**config.mk**
```make
export PLATFORM = sky130hd
export DESIGN_NAME = sts_search
export DESIGN_NICKNAME = d
export VERILOG_FILES = /design/src/rtl/core/sts_pkg.sv /design/src/rtl/core/sts_search.sv
export SDC_FILE = /design/constraint.sdc
export NUM_CORES = 1
export LEC_CHECK = 0
export ABC_CLOCK_PERIOD_IN_PS = 9300
export BUFFER_PORTS_ARGS = -buffer_cell sky130_fd_sc_hd__buf_4
export CORE_UTILIZATION = 54
export CTS_BUF_LIST = sky130_fd_sc_hd__clkbuf_4 sky130_fd_sc_hd__clkbuf_8
export DETAILED_ROUTE_END_ITERATION = 8
export PLACE_DENSITY = 0.88
export REMOVE_ABC_BUFFERS = 1
export SLEW_MARGIN = 20
export SYNTH_ARGS = -nofsm -noshare
export SYNTH_HDL_FRONTEND = slang
export SYNTH_SLANG_ARGS = --single-unit
```
**constraint.sdc**
```tcl
create_clock -name i_clk -period 9.3 [get_ports i_clk]
set_input_delay 0.465 -clock i_clk [delete_from_list [all_inputs] [get_ports i_clk]]
set_output_delay 0.465 -clock i_clk [all_outputs]
set_load 0.1 [all_outputs]
```
**src/rtl/core/sts_pkg.sv**
```systemverilog
package sts_pkg;

    localparam int VALUE_W = 32;
    localparam int INDEX_W = 8;
    localparam int COUNT_W = 9;

    typedef enum logic {
        OP_WRITE  = 1'b0,
        OP_SEARCH = 1'b1
    } t_op;

    typedef enum logic {
        ST_IDLE  = 1'b0,
        ST_PROBE = 1'b1
    } t_state;

    typedef struct packed {
        logic                 valid;
        logic                 found;
        logic [INDEX_W-1:0]   index;
    } t_result;

endpackage

```
**src/rtl/core/sts_search.sv**
```systemverilog
module sts_search import sts_pkg::*; #(
    parameter int DEPTH = 256,
    parameter int ADDR_W = 8,
    parameter int CNT_W = 9
) (
    input  logic                      i_clk,
    input  logic                      i_rst_n,
    input  logic                      i_start,
    output logic                      o_busy,
    input  logic                      i_op,
    input  logic [INDEX_W-1:0]        i_entry_index,
    input  logic signed [VALUE_W-1:0] i_entry_value,
    input  logic signed [VALUE_W-1:0] i_search_key,
    input  logic [COUNT_W-1:0]        i_entry_count,
    output logic                      o_we,
    output logic [ADDR_W-1:0]         o_waddr,
    output logic signed [VALUE_W-1:0] o_wdata,
    output logic                      o_re,
    output logic [ADDR_W-1:0]         o_raddr,
    input  logic signed [VALUE_W-1:0] i_rdata,
    output t_result                   o_result
);

    t_state                    r_state, n_state;
    logic [CNT_W-1:0]          r_low, n_low;
    logic [CNT_W-1:0]          r_end, n_end;
    logic [ADDR_W-1:0]         r_mid, n_mid;
    logic signed [VALUE_W-1:0] r_key, n_key;
    t_result                   r_result, n_result;

    logic                      accept;
    logic                      is_search;
    logic [31:0]               count_sat;
    logic [CNT_W-1:0]          count;
    logic                      hit;
    logic                      entry_lt;
    logic                      more;
    logic [CNT_W:0]            mid_sum;

    assign accept    = i_start && (r_state == ST_IDLE);
    assign is_search = (t_op'(i_op) == OP_SEARCH);
    assign count_sat = (32'(i_entry_count) > 32'(DEPTH)) ? 32'(DEPTH) : 32'(i_entry_count);
    assign count     = CNT_W'(count_sat);
    assign hit       = (i_rdata == r_key);
    assign entry_lt  = (i_rdata < r_key);

    // next state
    always_comb begin
        n_state = r_state;
        case (r_state)
            ST_IDLE: begin
                if (accept && is_search && (count != '0)) begin
                    n_state = ST_PROBE;
                end
            end
            ST_PROBE: begin
                if (hit || !more) begin
                    n_state = ST_IDLE;
                end
            end
            default: n_state = ST_IDLE;
        endcase
    end

    // search window update and the next probe address
    always_comb begin
        n_low    = r_low;
        n_end    = r_end;
        n_key    = r_key;
        n_result = '0;
        o_re     = 1'b0;
        case (r_state)
            ST_IDLE: begin
                n_low = '0;
                n_end = count;
                n_key = i_search_key;
                if (accept && is_search && (count == '0)) begin
                    n_result.valid = 1'b1;
                end
            end
            ST_PROBE: begin
                if (entry_lt) begin
                    n_low = CNT_W'(r_mid) + CNT_W'(1);
                end else begin
                    n_end = CNT_W'(r_mid);
                end
                if (hit) begin
                    n_result.valid = 1'b1;
                    n_result.found = 1'b1;
                    n_result.index = INDEX_W'(r_mid);
                end else if (!more) begin
                    n_result.valid = 1'b1;
                end
            end
            default: begin
                n_low = r_low;
            end
        endcase
        // midpoint of [low, end-1], only used while the window is non-empty
        mid_sum = {1'b0, n_low} + {1'b0, n_end} - (CNT_W+1)'(1);
        n_mid   = ADDR_W'(mid_sum >> 1);
        more    = (n_low < n_end);
        if (r_state == ST_IDLE) begin
            o_re = accept && is_search && more;
        end else begin
            o_re = !hit && more;
        end
    end

    always_ff @(posedge i_clk) begin
        if (!i_rst_n) begin
            r_state  <= ST_IDLE;
            r_result <= '0;
        end else begin
            r_state  <= n_state;
            r_result <= n_result;
        end
    end

    always_ff @(posedge i_clk) begin
        r_low <= n_low;
        r_end <= n_end;
        r_key <= n_key;
        if (o_re) begin
            r_mid <= n_mid;
        end
    end

    assign o_raddr  = n_mid;
    assign o_we     = accept && !is_search && (32'(i_entry_index) < 32'(DEPTH));
    assign o_waddr  = ADDR_W'(i_entry_index);
    assign o_wdata  = i_entry_value;
    assign o_busy   = (r_state != ST_IDLE);
    assign o_result = r_result;

endmodule

```
## Word-level counts from Yosys, hierarchy flattened

Cells that the tools add are included.

- Bits in registers: 69
- Latch bits: 0
- RAM bits: 0
- Bits in read-only memories: 0
- Input bits: 117
- Output and inout bits: 61
- Word-level logic and storage cells: 45
- Memories kept: 0

- $add $sub $neg: 3
- Multiply operators: 0
- Div/mod/pow operators: 0
- Magnitude comparators: 3
- Equal/unequal tests: 1
- Shift operators: 0
- Mux-type cells: 14
- Bitwise logic cells: 1
- Reduce and logical (&&, ||, !) cells: 15

Operator list:

| operator | number |
|---|---|
| $mux W9 | 4 |
| $pmux W9 S2 | 2 |
| $eq A32 B32 Y1 | 1 |
| $lt A32 B32 Y1 | 1 |
| $add A8 B1 Y9 const B | 1 |
| $add A9 B9 Y9 | 1 |
| $gt A9 B9 Y1 const B | 1 |
| $logic_not A9 Y1 | 1 |
| $lt A9 B9 Y1 | 1 |
| $reduce_bool A9 Y1 | 1 |
| $sub A9 B1 Y9 const B | 1 |
| $logic_and A1 B1 Y1 | 7 |
| $mux W1 | 6 |
| $pmux W1 S2 | 2 |
| $logic_not A1 Y1 | 3 |
| $reduce_and A3 Y1 | 1 |
| $reduce_and A2 Y1 | 1 |
| $logic_or A1 B1 Y1 | 1 |
| $not A1 Y1 | 1 |

## Longest topological paths before layout

Gate-level depths: netlist of the first run.

- Depth in word-level cells: 8
- Depth in mapped cells: 21

## Least setup slack after synthesis of the first run

Ideal clock, no wire load.

- Kind: register to output
- Start: register r_state, in the netlist o_busy
- End: output port o_re
- Arrival: 5628 ps
- Required time: 8835 ps
- Setup slack: 3207 ps
- Cell stages (with the launch flop): 12
- Buffers on the path: 1
- Cell sequence: dfxtp_1 -> inv_1 -> clkbuf_1 -> and3_1 -> a21oi_1 -> ha_1 -> a211oi_1 -> o31ai_1 -> a21oi_1 -> nand2_1 -> or3_1 -> a32oi_1

- Word-level cells in the longest chain between the ends: 5
- Elaborated cells on any way between the ends: 9

Ends and longest elaborated chain:

| element | RTL line | source |
|---|---|---|
| start, declared | sts_search.sv:24 | `t_state r_state, n_state;` |
| start signal, assigned | sts_search.sv:115 | `r_state <= n_state;` |
| $not A1 Y1 | n/a |  |
| $pmux W9 S2 / $logic_and A1 B1 Y1 (equally long branches) | sts_search.sv:72, sts_search.sv:40 |  |
| $lt A9 B9 Y1 / $logic_and A1 B1 Y1 (equally long branches) | sts_search.sv:102, sts_search.sv:104 |  |
| $logic_and A1 B1 Y1 (on tied branches) | sts_search.sv:104, sts_search.sv:106 |  |
| $mux W1 * | sts_search.sv:103 | `if (r_state == ST_IDLE) begin` |
| end, declared | sts_search.sv:18 | `output logic o_re,` |

Every way passes the cells marked *; elsewhere a longest branch is shown, timed or not.

## Final worst setup path of the first run

- Start: register r_key[31]
- End: output port o_re

- Word-level cells in the longest chain between the ends: 6
- Elaborated cells on any way between the ends: 11

Ends and longest elaborated chain:

| element | RTL line | source |
|---|---|---|
| start, declared | sts_search.sv:28 | `logic signed [VALUE_W-1:0] r_key, n_key;` |
| start signal, assigned | sts_search.sv:123 | `r_key <= n_key;` |
| $lt A32 B32 Y1 | sts_search.sv:45 | `assign entry_lt = (i_rdata < r_key);` |
| $mux W9 | sts_search.sv:82 | `if (entry_lt) begin` |
| $pmux W9 S2 | sts_search.sv:72 | `case (r_state)` |
| $lt A9 B9 Y1 | sts_search.sv:102 | `more = (n_low < n_end);` |
| $logic_and A1 B1 Y1 (on tied branches) | sts_search.sv:104, sts_search.sv:106 |  |
| $mux W1 * | sts_search.sv:103 |  |

Marked as above.

==> flow_metrics.py, run 1 <==
metrics = {
    "run_status": {
        "status": "finished, final reports clean",
    },
    "sta": {
        "finalSetupTns_ns": 0,
        "tightestPinTransition_ns": 1.05,
        "period_needed_ns": 5.81,
        "relSlewSlack": 0.298,
        "hold_violations": 0,
        "setup_viol": 0,
        "fmax_mhz": 172,
        "hold-worst-slack_ns": 0.293,
        "min_period_over_period": 0.625,
        "finalClockSkew_ns": 0.00746,
        "rsz0062_at_grt": "no",
        "slew_viol_final": 0,
    },
    "route": {
        "firstDrtPassIters": 5,
        "drc": 0,
        "ant_nets": 0,
        "drtIter0Drc": 166,
        "routedWlPerCell_um": 19.6,
        "vias_per_cell": 5.70,
        "routed_wl_mm": 11.5,
        "vias": 3343,
    },
    "worst_setup_path": {
        "slowest_stage": "a21oi_1",
        "crit_path_start_kind": "flip-flop",
        "crit_chain": "inv_1, ha_1, nand4_1, nor4_2, nor2_1, a41o_1, a21oi_1, a311oi_1, ha_1, inv_1, o2111a_1, a21oi_1, nand2_1, a2111o_1, a32oi_1, buf_4, buf_4",
        "required_ns": 8.84,
        "end_kind": "output port",
        "worstPathArrival_ns": 5.35,
        "path_buf_inv": 4,
        "critPathMaxStageDelay_ns": 0.82,
        "cp_max_fo": 13,
        "path_class": "reg -> out",
        "critical_path.top_delay_family": "compound AO/OA/AOI/OAI gates",
    },
    "power": {
        "power_density_nw_per_um2": 245,
        "ir_drop_mv": 0.516,
        "p_leak_uw": 0.00244,
    },
    "clock_tree": {
        "ctsResizeCount": 0,
        "cts.sinks": 69,
        "worst_setup_hold_path_clk_slew_ns": 0.07,
        "worstSkewPairLatency_ns": 0.35,
        "clockBufferDepth": 2,
        "cts_tree": "yes",
        "cts_setup_buffers": 0,
        "numCtsBuffers": 9,
        "cts_hold_buf": 0,
        "htree_levels": 3,
        "clock-root-buffer": "clkbuf_8",
    },
    "logic_synthesis": {
        "async_flop_share": 0,
        "synthTopCellsByArea": "edfxtp_1, ha_1, dfxtp_1, buf_4, inv_1",
        "syn_inst": 418,
        "ys_ff_latch": 69,
        "synth-main-ff-cell": "edfxtp_1",
        "synth_cell_types": 53,
        "ys_warn_count": 0,
        "synth-edff-count": 40,
        "synth_area_um2": 4300,
        "synth_top_area_cell": "edfxtp_1",
        "seq_area_frac_synth": 0.414,
        "yosysTopAreaCellShare": 0.279,
        "syn_avg_cell_area_um2": 10.3,
    },
    "final_layout": {
        "final_cells": 587,
        "fillerInstances": 640,
        "area_growth_pct": 16.3,
        "drive_above_1_share": 0.256,
        "antennaDiodeCount": 0,
        "nNetsFinal": 652,
    },
    "die": {
        "die_h_um": 91.3,
        "fp.dieArea_um2": 8330,
        "io_pins": 178,
        "die-width_um": 91.3,
        "fp-row-count": 32,
        "core_um2": 7730,
        "start_util": 0.557,
    },
    "place": {
        "numPortBuffers": 97,
        "dpl.hpwl_mm": 8.92,
        "place_inst": 571,
        "place.gp.congestion": 0.946,
    },
    "global_routing": {
        "grt_pass1_wl_mm": 17.7,
        "antenna_found_initial": 0,
        "grt_max_degree": 46,
        "grt_pass1_vias": 3417,
        "grt_usage": 0.284,
        "grt-ovfl-total": 0,
    },
    "min_path": {
        "min_path_type": "in -> reg",
    },
    "flow_run": {
        "maxCapViolations": 0,
    },
}
worst register-to-register path: stages, from the launching register on:
cell      delay (ns)
edfxtp_1        0.34
inv_1           0.05
ha_1            0.31
nand4_1         0.17
nor4_2          0.43
nor2_1          0.11
a41o_1          0.26
a21oi_1         0.82
a311oi_1        0.30
ha_1            0.38
inv_1           0.06
o2111a_1        0.24
a21oi_1         0.21
nand2_1         0.16
a2111o_1        0.42
a32oi_1         0.21
buf_4           0.22
logic make-up (layout without fill, tap and decap cells):
kind of cell	Yosys count	after routing	share of synthesized area
muxes	3	3	0.00843
AOI/OAI and AO/OA	78	78	0.138
DFF	69	69	0.414
buffers and inverters	100	167	0.127
and+or+nand+nor	99	99	0.122
xor gates and xnor gates	14	14	0.0285
adders and majority gates	55	55	0.162
layer usage:
| layer | GRT usage | routed length [um] | up-vias |
|---|---|---|---|
| li1 | - | - | 1573 |
| met4 | 0.0661 | 101 | 2 |
| met1 | 0.333 | 4650 | 1590 |
| met3 | 0.156 | 1430 | 11 |
| met2 | 0.446 | 5250 | 167 |
| met5 | 0.0769 | 43 | - |
cell usage after synthesis, drive strengths merged, types with 6 or more instances:
master and n:
a21o 7, a21oi 18, and2 8, and3 15, buf 44, dfxtp 29, edfxtp 40, ha 54
inv 51, nand2 23, nand3 8, nand4 7, nor2 20, o211a 7, o211ai 7, o21ai 8
xnor2 8, xor2 6
final timing paths:
path | from | endpoint | slack [ns] | cells past startpoint
max | r_key[31] | o_re | 3.49 | 17
max reg2reg | r_key[31] | r_mid[4] | 4.32 | 16
min reg2reg | r_low[8] | r_low[8] | 0.47 | 2
min | i_search_key[22] | r_key[22] | 0.29 | 1
per-stage QoR:
stage / utilization / total power, uW / area, um^2 / setup slack [ns]
after floorplan: - / 862 / 3950 / 2.41
after global placement: 0.625 / 991 / 4830 / 3.89
after detailed placement: 0.625 / 1010 / 4830 / 3.70
after CTS: 0.648 / 1230 / 5000 / 3.52
after global routing: 0.648 / 1290 / 5000 / 3.15
final: 0.648 / 1230 / 5000 / 3.49
state kept, by name, indices dropped and copies added (netlist names):
signal and count:
o_result 10, r_end 9, r_low 9, o_busy 1, r_key 32, r_mid 8
cell type report:
class / count / area, um^2 / area share
clock buffers: 12 / 153 / 0.0305
multi-input cells: 249 / 1980 / 0.395
clock inverters: 4 / 23.8 / 0.00475
flip-flops and latches: 69 / 1780 / 0.356
inverters: 51 / 191 / 0.0383
well taps: 102 / 128 / 0.0255
repair buffers: 100 / 751 / 0.150
placed cells by master (no fill, tap or decap), drive strengths merged, types with 5 or more instances in the layout:
master  instances
buf           100
ha             54
inv            51
edfxtp         40
dfxtp          29
nand2          23
nor2           20
a21oi          18
and3           15
clkbuf         12
nand3           8
xnor2           8
and2            8
o21ai           8
o211a           7
o211ai          7
a21o            7
nand4           7
xor2            6
a311o           5
a311oi          5
nor4            5
where the power goes:
part           internal (uW)  switching, uW  total [uW]
Sequential               378           31.2         409
Combinational            172            427         599
Clock                    109            112         221
Power figures use the tool's default switching activity.
==> run 2: changes to the inputs <==
--- a/config.mk
+++ b/config.mk
@@ -5,12 +5,12 @@
 export SDC_FILE = /design/constraint.sdc
 export NUM_CORES = 1
 export LEC_CHECK = 0
-export ABC_CLOCK_PERIOD_IN_PS = 9300
+export ABC_CLOCK_PERIOD_IN_PS = 5500
 export BUFFER_PORTS_ARGS = -buffer_cell sky130_fd_sc_hd__buf_4
-export CORE_UTILIZATION = 54
+export CORE_UTILIZATION = 50
 export CTS_BUF_LIST = sky130_fd_sc_hd__clkbuf_4 sky130_fd_sc_hd__clkbuf_8
 export DETAILED_ROUTE_END_ITERATION = 8
-export PLACE_DENSITY = 0.88
+export PLACE_DENSITY = 0.83
 export REMOVE_ABC_BUFFERS = 1
 export SLEW_MARGIN = 20
 export SYNTH_ARGS = -nofsm -noshare
==> constraint.sdc (replaced) <==
create_clock -name i_clk -period 5.5 [get_ports i_clk]
set_input_delay 0.275 -clock i_clk [delete_from_list [all_inputs] [get_ports i_clk]]
set_output_delay 0.275 -clock i_clk [all_outputs]
set_load 0.1 [all_outputs]
==> run 2 against run 1 <==
Against the previous run:
- non-clock buffer count rose by 5
- clock power up 110%
- wire length grew 3.1%
- setup slack worse by 3.2 ns
- register-to-register slack worse by 3.6 ns
- utilization decreased by 2.8 points
- combinational power is 72% higher
- global-route usage is 1.6 points lower
- clock skew is 0.00095 ns lower
- cell count increased by 1.5%
- critical path depth rose by 2
- critical endpoint is now o_raddr[7]
- largest cell class unchanged
- largest power group unchanged
==> flow_metrics.py, run 2 (synthesized netlist as in run 1, its figures left out) <==
metrics = {
    "global_routing": {
        "grt-ovfl-total": 0,
        "grt_max_degree": 43,
        "grt_pass1_vias": 3416,
        "use_met1": 0.326,
        "grt_use_met3": 0.138,
        "grt.busiest_layer": "met2",
        "met2_usage": 0.389,
        "grt_usage": 0.267,
        "grt_pass1_wl_mm": 17.5,
        "antenna_found_initial": 0,
    },
    "final_layout": {
        "nNetsFinal": 658,
        "final_cells": 596,
        "final_cell_mix": "buf_4, ha_1, inv_1, edfxtp_1, dfxtp_1",
        "fillerInstances": 690,
        "stdcell_area_um2": 5120,
        "multiInputGateArea_um2": 2000,
        "fin_util": 0.620,
        "largest_register": "r_key",
        "antennaDiodeCount": 0,
        "largest_reg_flops": 32,
        "area_growth_pct": 18.9,
        "regArea_um2": 1780,
        "drive_above_1_share": 0.273,
        "final_common_cell": "buf_4",
    },
    "power": {
        "power_density_nw_per_um2": 427,
        "ir_drop_mv": 0.602,
        "p_leak_uw": 0.00250,
        "p_total_uw": 2180,
    },
    "worst_setup_path": {
        "cp_max_fo": 9,
        "reg2reg_from": "r_key[19]",
        "worst_r2r_endpoint": "r_mid[1]",
        "path_class": "reg -> out",
        "rr_worst_depth": 17,
        "end_kind": "output port",
        "worstPathArrival_ns": 4.94,
        "ff2ff_setup_slack_ns": 0.77,
        "required_ns": 5.22,
        "crit_path_start_kind": "flip-flop",
    },
    "clock_tree": {
        "worstSkewPairLatency_ns": 0.35,
        "cts.sinks": 69,
        "clockBufferDepth": 2,
        "htree_levels": 3,
        "worst_setup_hold_path_clk_slew_ns": 0.08,
        "cts_tree": "yes",
        "clock-root-buffer": "clkbuf_8",
        "numCtsBuffers": 9,
    },
    "route": {
        "vias": 3393,
        "drc": 0,
        "vias_per_cell": 5.69,
        "routed_wl_mm": 11.8,
        "drtIter0Drc": 176,
        "ant_nets": 0,
        "firstDrtPassIters": 4,
        "routedWlPerCell_um": 19.9,
    },
    "die": {
        "start_util": 0.521,
        "core_um2": 8260,
        "die_h_um": 94.8,
        "io_pins": 178,
        "fp-row-count": 33,
        "die-width_um": 94.8,
        "fp.dieArea_um2": 8980,
    },
    "sta": {
        "worst_slack_ns": 0.287,
        "min_period_over_period": 0.948,
        "period_needed_ns": 5.21,
        "hold_violations": 0,
        "finalClockSkew_ns": 0.00651,
        "fmax_mhz": 192,
        "setup_viol": 0,
        "relSlewSlack": 0.533,
        "slew_viol_final": 0,
        "tightestPinTransition_ns": 0.697,
    },
    "place": {
        "place_ws_ns": 0.248,
        "dpl.hpwl_mm": 9.22,
        "placed_area_um2": 4830,
        "place_inst": 574,
        "numPortBuffers": 97,
        "place.gp.congestion": 0.933,
    },
    "run_status": {
        "status": "finished, final reports clean",
    },
    "min_path": {
        "holdPathEnd": "r_key[28]",
        "min_from": "i_search_key[28]",
        "min_path_type": "in -> reg",
        "hold_path_depth": 1,
    },
    "flow_run": {
        "maxCapViolations": 0,
    },
}
[run 2: how the worst max path moves through the flow]
stage,start,to,slack [ns],cells past startpoint
floorplan,o_busy,r_mid[7],-1.39,13
global placement,i_rdata[25],o_raddr[7],0.44,19
detailed placement,i_rdata[19],o_raddr[7],0.25,19
CTS,r_key[19],o_raddr[7],0.04,19
global route,r_key[19],o_raddr[7],-0.004,19
finish,r_key[19],o_raddr[7],0.29,19
[run 2: stage by stage]
step	hold WS (ns)	setup TNS (ns)
global route	0.0852	-0.00355
floorplan	0.374	-22.29
finish	0.0981	0
detailed placement	0.454	0
CTS	0.0867	0
global placement	0.452	0
[run 2: where the power goes]
group	switching, uW	internal [uW]	leakage (uW)
Sequential	54.3	638	0.000643
Clock	197	260	0.000114
Combinational	726	308	0.00174
Total	978	1210	0.00250
[run 2: metal layers]
metal | share of wire | up-vias | wire [um]
li1 | - | 1594 | -
met1 | 0.41 | 1570 | 4830
met2 | 0.42 | 193 | 4950
met3 | 0.14 | 32 | 1630
met4 | 0.028 | 4 | 329
met5 | 0.0087 | - | 103
[run 2: cell type report]
class                   instances  area share
clock inverters                 6      0.0171
well taps                     105      0.0257
flip-flops and latches         69       0.348
repair buffers                105       0.155
clock buffers                  10      0.0257
multi-input cells             250       0.391
inverters                      51      0.0374
[run 2: critical path, stage by stage, from the launching register on]
cell and delay [ns]:
edfxtp_1 0.38, inv_1 0.07, ha_1 0.25, a21oi_1 0.19
o21a_1 0.16, o221ai_1 0.16, a2111oi_4 0.51, a21o_4 0.25
mux2_2 0.36, a21oi_2 0.18, ha_1 0.28, ha_1 0.30
a21o_1 0.19, a21oi_2 0.21, a21oi_1 0.10, o21a_1 0.19
nor2_1 0.16, o21ai_0 0.15, xnor2_1 0.24, buf_6 0.26
[run 2: repair_timing]
action                                 CTS  global route
buffers inserted                         0             5
endpoints found under the hold margin    0             0
cloned                                   1             0
setup endpoints to repair                1             5
hold buffers                             0             0
pin swaps                                2             2
resized for setup                        0             5
